===== src/rtl/core/npcl_pkg.sv =====
package npcl_pkg;

  localparam int PALETTE_ENTRIES = 256;
  localparam int ADDR_W = (PALETTE_ENTRIES > 1) ? $clog2(PALETTE_ENTRIES) : 1;

  localparam int CHAN_W  = 8;
  localparam int INDEX_W = 8;
  localparam int WORD_W  = 32;
  localparam int RGB_W   = 3 * CHAN_W;
  localparam int SQ_W    = 2 * CHAN_W;
  localparam int DIST_W  = SQ_W + 2;
  localparam int SUM_W   = CHAN_W + 2;
  localparam int PROD_W  = 2 * SUM_W;

  localparam logic [WORD_W-1:0] EMPTY_CACHE = '1;
  localparam logic [DIST_W-1:0] DIST_MAX    = '1;
  localparam logic [CHAN_W-1:0] DIRECT_TAG  = 8'd1;

  // floor(s / 3) == (s * 683) >> 11 for every s up to 765
  localparam logic [SUM_W-1:0] RECIP_THIRD = 10'd683;
  localparam int RECIP_SHIFT = 11;

  typedef enum logic [1:0] {
    OP_WRITE   = 2'd0,
    OP_LOADED  = 2'd1,
    OP_CONVERT = 2'd2
  } op_t;

  typedef enum logic [1:0] {
    SRC_DIRECT = 2'd0,
    SRC_LUMA   = 2'd1,
    SRC_CACHE  = 2'd2,
    SRC_SEARCH = 2'd3
  } src_t;

  typedef enum logic [2:0] {
    ST_IDLE,
    ST_CHECK,
    ST_SEARCH,
    ST_DRAIN,
    ST_RESULT
  } state_t;

  typedef struct packed {
    logic [1:0]        op;
    logic [7:0]        entry_index;
    logic [7:0]        entry_red;
    logic [7:0]        entry_green;
    logic [7:0]        entry_blue;
    logic [WORD_W-1:0] colour_word;
  } in_item_t;

  typedef struct packed {
    logic [INDEX_W-1:0] palette_index;
    logic [1:0]         source;
  } out_item_t;

  typedef struct packed {
    logic accept;
    logic take_fast;
    logic start_search;
    logic issue;
    logic take_best;
    logic load_out;
  } dp_cmd_t;

  typedef struct packed {
    logic fast;
    logic last_issue;
    logic pipe_busy;
    logic out_free;
  } dp_status_t;

endpackage


===== src/rtl/core/npcl_ctrl.sv =====
module npcl_ctrl (
  input  logic                 clk,
  input  logic                 rst_n,
  input  logic                 in_valid,
  input  logic [1:0]           in_op,
  output logic                 in_stall,
  input  npcl_pkg::dp_status_t status,
  output npcl_pkg::dp_cmd_t    cmd
);

  import npcl_pkg::*;

  state_t state_r, state_nxt;

  always_ff @(posedge clk) begin
    if (!rst_n) begin
      state_r <= ST_IDLE;
    end else begin
      state_r <= state_nxt;
    end
  end

  always_comb begin
    state_nxt = state_r;
    cmd       = '0;
    in_stall  = (state_r != ST_IDLE);
    case (state_r)
      ST_IDLE: begin
        cmd.accept = in_valid;
        if (in_valid && (in_op == OP_CONVERT)) begin
          state_nxt = ST_CHECK;
        end
      end
      ST_CHECK: begin
        if (status.fast) begin
          cmd.take_fast = 1'b1;
          state_nxt     = ST_RESULT;
        end else begin
          cmd.start_search = 1'b1;
          state_nxt        = ST_SEARCH;
        end
      end
      ST_SEARCH: begin
        cmd.issue = 1'b1;
        if (status.last_issue) begin
          state_nxt = ST_DRAIN;
        end
      end
      ST_DRAIN: begin
        // wait for the last distance to reach the compare
        if (!status.pipe_busy) begin
          cmd.take_best = 1'b1;
          state_nxt     = ST_RESULT;
        end
      end
      ST_RESULT: begin
        if (status.out_free) begin
          cmd.load_out = 1'b1;
          state_nxt    = ST_IDLE;
        end
      end
      default: begin
        state_nxt = ST_IDLE;
      end
    endcase
  end

endmodule


===== config.mk =====
export PLATFORM = sky130hd
export DESIGN_NAME = npcl_ctrl
export DESIGN_NICKNAME = d
export VERILOG_FILES = /design/src/rtl/core/npcl_pkg.sv /design/src/rtl/core/npcl_ctrl.sv
export SDC_FILE = /design/constraint.sdc
export NUM_CORES = 1
export LEC_CHECK = 0
export ABC_CLOCK_PERIOD_IN_PS = 1100
export BUFFER_PORTS_ARGS = -buffer_cell sky130_fd_sc_hd__buf_2
export CORE_AREA = 2 2 39 41
export DETAILED_ROUTE_END_ITERATION = 10
export DIE_AREA = 0 0 41 43
export SETUP_SLACK_MARGIN = 0.5
export SLEW_MARGIN = 20
export SYNTH_ARGS = -nofsm -noshare
export SYNTH_HDL_FRONTEND = slang
export SYNTH_SLANG_ARGS = --single-unit

===== constraint.sdc =====
create_clock -name clk -period 1.1 [get_ports clk]
set_input_delay 0.11 -clock clk [delete_from_list [all_inputs] [get_ports clk]]
set_output_delay 0.11 -clock clk [all_outputs]
set_load 0.005 [all_outputs]

* Word level (Yosys, flattened, before mapping)
Index checks and enable logic that the tools add are counted.
** Word-level totals
- Flip-flop bits (word level) :: 3
- Input bits :: 9
- Logic and storage cells :: 29
** Operators by class
- Equality and inequality tests :: 9
- Multiplexer cells :: 15
- Reductions and logical operators :: 4
** Operators with widths (number)
- 2-to-1 mux 3 bit :: 5
- case mux 3 bit (5 select lines) :: 1
- 2-to-1 mux 1 bit :: 8
- inequality test 2 bit (second input constant) :: 4
- equality test 3 x 2 -> 1 bit (second input constant) :: 2
- AND reduction 4 bit :: 1
- equality test 3 x 1 -> 1 bit (second input constant) :: 1
- equality test 3 bit (second input constant) :: 1
- logical NOT 3 bit :: 1
- nonzero test 3 bit :: 1
- equality test 2 bit (second input constant) :: 1
- 2-to-1 mux 2 bit :: 1
- logical AND 1 bit :: 1

* Longest topological paths before layout
- Word-level depth :: 4
- Mapped depth :: 5
- Gate-level depth less buffers :: 4

* Least setup slack after synthesis
OpenSTA, ideal clock, no wires.
- Path type :: reg-to-reg
- Start :: register state_r[1]
- End :: register state_r[2]
- Library setup time :: 124 ps
- Arrival :: 1005 ps
- Setup slack :: -29 ps
- Stages on the path, launching flop included :: 6
- Period minus slack after synthesis :: 1129 ps
- Cells stage by stage :: dfxtp_1 -> buf_4 -> nor3_2 -> o21ai_1 -> o211a_1 -> mux2i_1
** Between the ends
- Word-level cells in the longest chain between the ends :: 3
- Elaborated cells between the ends (all ways) :: 11
** RTL lines
- start, declared :: RTL line npcl_ctrl.sv:13 : state_t state_r, state_nxt;
- start signal, assigned :: RTL line npcl_ctrl.sv:19 : state_r <= state_nxt;
- equality test 3 x 2 -> 1 bit, or another cell as far along :: RTL line npcl_ctrl.sv:27 : case (state_r)
- inequality test 2 bit (no source line)
- AND reduction 4 bit (no source line)
Several ways; a longest one is shown, not always the timed one.
A chain may end at the register's enable or synchronous reset.

==> metrics.yaml <==
synth_seq_area_share_pct: 22.4
hp-class: "primary input to register"
antennaDiodeCount: 0
power_w: 0.000481
cts-root-buf: "clkbuf_4"
grt_pass1_wl_um: 1170
largest_register_ffs: 3
crit_fanout: 3
clockBufferDepth: 2
fin_area_um2: 533
routed_wl_um: 833
hold_viol_final: 0
dp_hpwl_um: 536
status: "finished with violations"
maxSlewHeadroom_pct: 85.7
area_growth_pct: 99.1
clk_latency_ns: 0.23
synth_area_leaders: "dfxtp_1 22%, mux2i_1 7.5%, nand2_1 7.0%"
wl_per_cell_um: 10.4
num_io_pins: 16
critPathRequiredTime_ns: 0.99
global_route.usage.total_pct: 9.73
setup_viol: 9
rows: 14
fin_skew_ns: 0.00308
rsz0062_at_grt: "true"
power_density_nw_per_um2: 902
p_leak_nw: 0.266
crit_arrival_ns: 1.14
core_area_um2: 1380
start_util_pct: 19.3
io_buffers: 15
yosys.area.top_type: "dfxtp_1"
nNetsFinal: 74
fin_crit_sh_pct: 114
preCtsSetupSlack_ns: -0.0467
tightest_slew_ns: 0.212
layout_common_cells: "14 x buf_2, 9 x buf_4, 5 x nand2_1, 5 x buf_6, 3 x clkbuf_4"
mappedNetlistArea_um2: 268
antenna_found_initial: 0
postRouteAntennaNets: 0
maxSlewViolCount: 0
grt-ovfl-total: 0
critPathCaptureType: "primary output"
drt-pass1-iter-count: 1
top_regs: "state_r (3)"
synth_area_per_cell_um2: 7.88
peakVddDrop_uv: 322
maxCapViolations: 0
yosysWarnings: 0
clk_pin_slew_worst_paths_ns: 0.04
crit_type: "register to primary output"
fill_cells: 153
regMostFlops: "state_r"
die_h_um: 43
synth_seq_cells: 3
cts_max_level: 1
drc: 0
die_area_um2: 1760
fin_util_pct: 38.5
layout_setup_ws_ns: -0.151
syn_inst: 34
place_area_um2: 428
min_period_ns: 1.25
vias_per_cell: 4.30
syn_nets: 43
grt_pass1_vias: 305
gp_congestion: 0.718
cts_tree: "done"
num_vias: 344
fmax_mhz: 799
startpoint_type: "register"
synthDistinctLibCells: 24
numCtsBuffers: 3
grt_max_degree: 9
cts_sinks: 3
dieWidth_um: 41
violations: "negative setup slack"
first_iter_violations: 0
drive_gt1_share_pct: 67.2
layout_commonest_cell: "buf_2"
yosys.area.top_type_share_pct: 22.4
==> synthesized netlist by cell type, drive strengths merged <==
master	count
dfxtp	3
nor4b	1
nor3b	2
and2b	1
clkbuf	1
a21boi	1
nand3	1
and4bb	1
nor4bb	1
a21oi	1
o211a	1
buf	1
o211ai	1
o21ai	2
and2	1
nor2b	3
a211oi	1
nor2	1
nor3	1
nand2	5
mux2i	2
inv	2
==> power by group <==
part	total [W]	switching [W]	internal, W	leakage (nW)
registers	0.000127	0.0000128	0.000114	0.0264
logic	0.000162	0.0000606	0.000102	0.225
clock network	0.000191	0.0000554	0.000136	0.0150
==> per-stage QoR <==
| step | hold slack [ns] | setup TNS [ns] | std cells |
|---|---|---|---|
| after global placement | 0.398 | -0.0710 | 71 |
| after floorplan | 0.246 | 0 | 34 |
| after detailed placement | 0.390 | -0.0933 | 71 |
| after global routing | 0.160 | -1.30 | 80 |
| final | 0.152 | -0.874 | 80 |
| after CTS | 0.144 | -0.945 | 79 |
==> layer usage <==
metal / track usage [%] / vias to the layer above / wire length, um
met5: 0 / - / 0
met4: 4.00 / 0 / 0
met3: 3.14 / 0 / 46
met2: 15.6 / 11 / 450
met1: 11.2 / 153 / 336
li1: - / 180 / -
==> path summary, 6_finish.rpt <==
path	startpoint	end	slack [ns]	cells after the start
worst max-delay path	state_r[1]	cmd[4]	-0.15	4
worst min-delay path	rst_n	state_r[2]	0.15	3
worst max register to register	state_r[1]	state_r[1]	-0.04	6
worst min register to register	state_r[0]	state_r[0]	0.60	3
==> worst max-delay path, cell delays in order, from the launching register on <==
cell and delay (ns):
dfxtp_2 0.32, buf_6 0.12, buf_6 0.11, and4bb_2 0.26, buf_2 0.10
==> final cells by class <==
cell class | instances | area (um2) | area share (%)
timing repair buffer | 28 | 194 | 36.4
tap | 16 | 20.0 | 3.76
clock buffer | 4 | 26.3 | 4.93
inverter | 2 | 7.51 | 1.41
sequential | 3 | 68.8 | 12.9
multi-input combinational | 27 | 216 | 40.6
==> what timing repair did <==
action,CTS,global route
gates resized for setup,9,3
pin swaps,4,4
buffers inserted,4,1
hold buffers,0,0
setup endpoints to repair,10,10
==> kinds of logic (layout without fill, tap and decap cells) <==
| kind of cell | Yosys count | after routing | synth area share [%] |
|---|---|---|---|
| simple gates | 18 | 18 | 45.3 |
| buf+inv | 4 | 34 | 7.01 |
| mux | 2 | 2 | 7.48 |
| compound gates | 7 | 7 | 17.8 |
| flops | 3 | 3 | 22.4 |
Note: power is estimated with default switching activity, not from simulation.
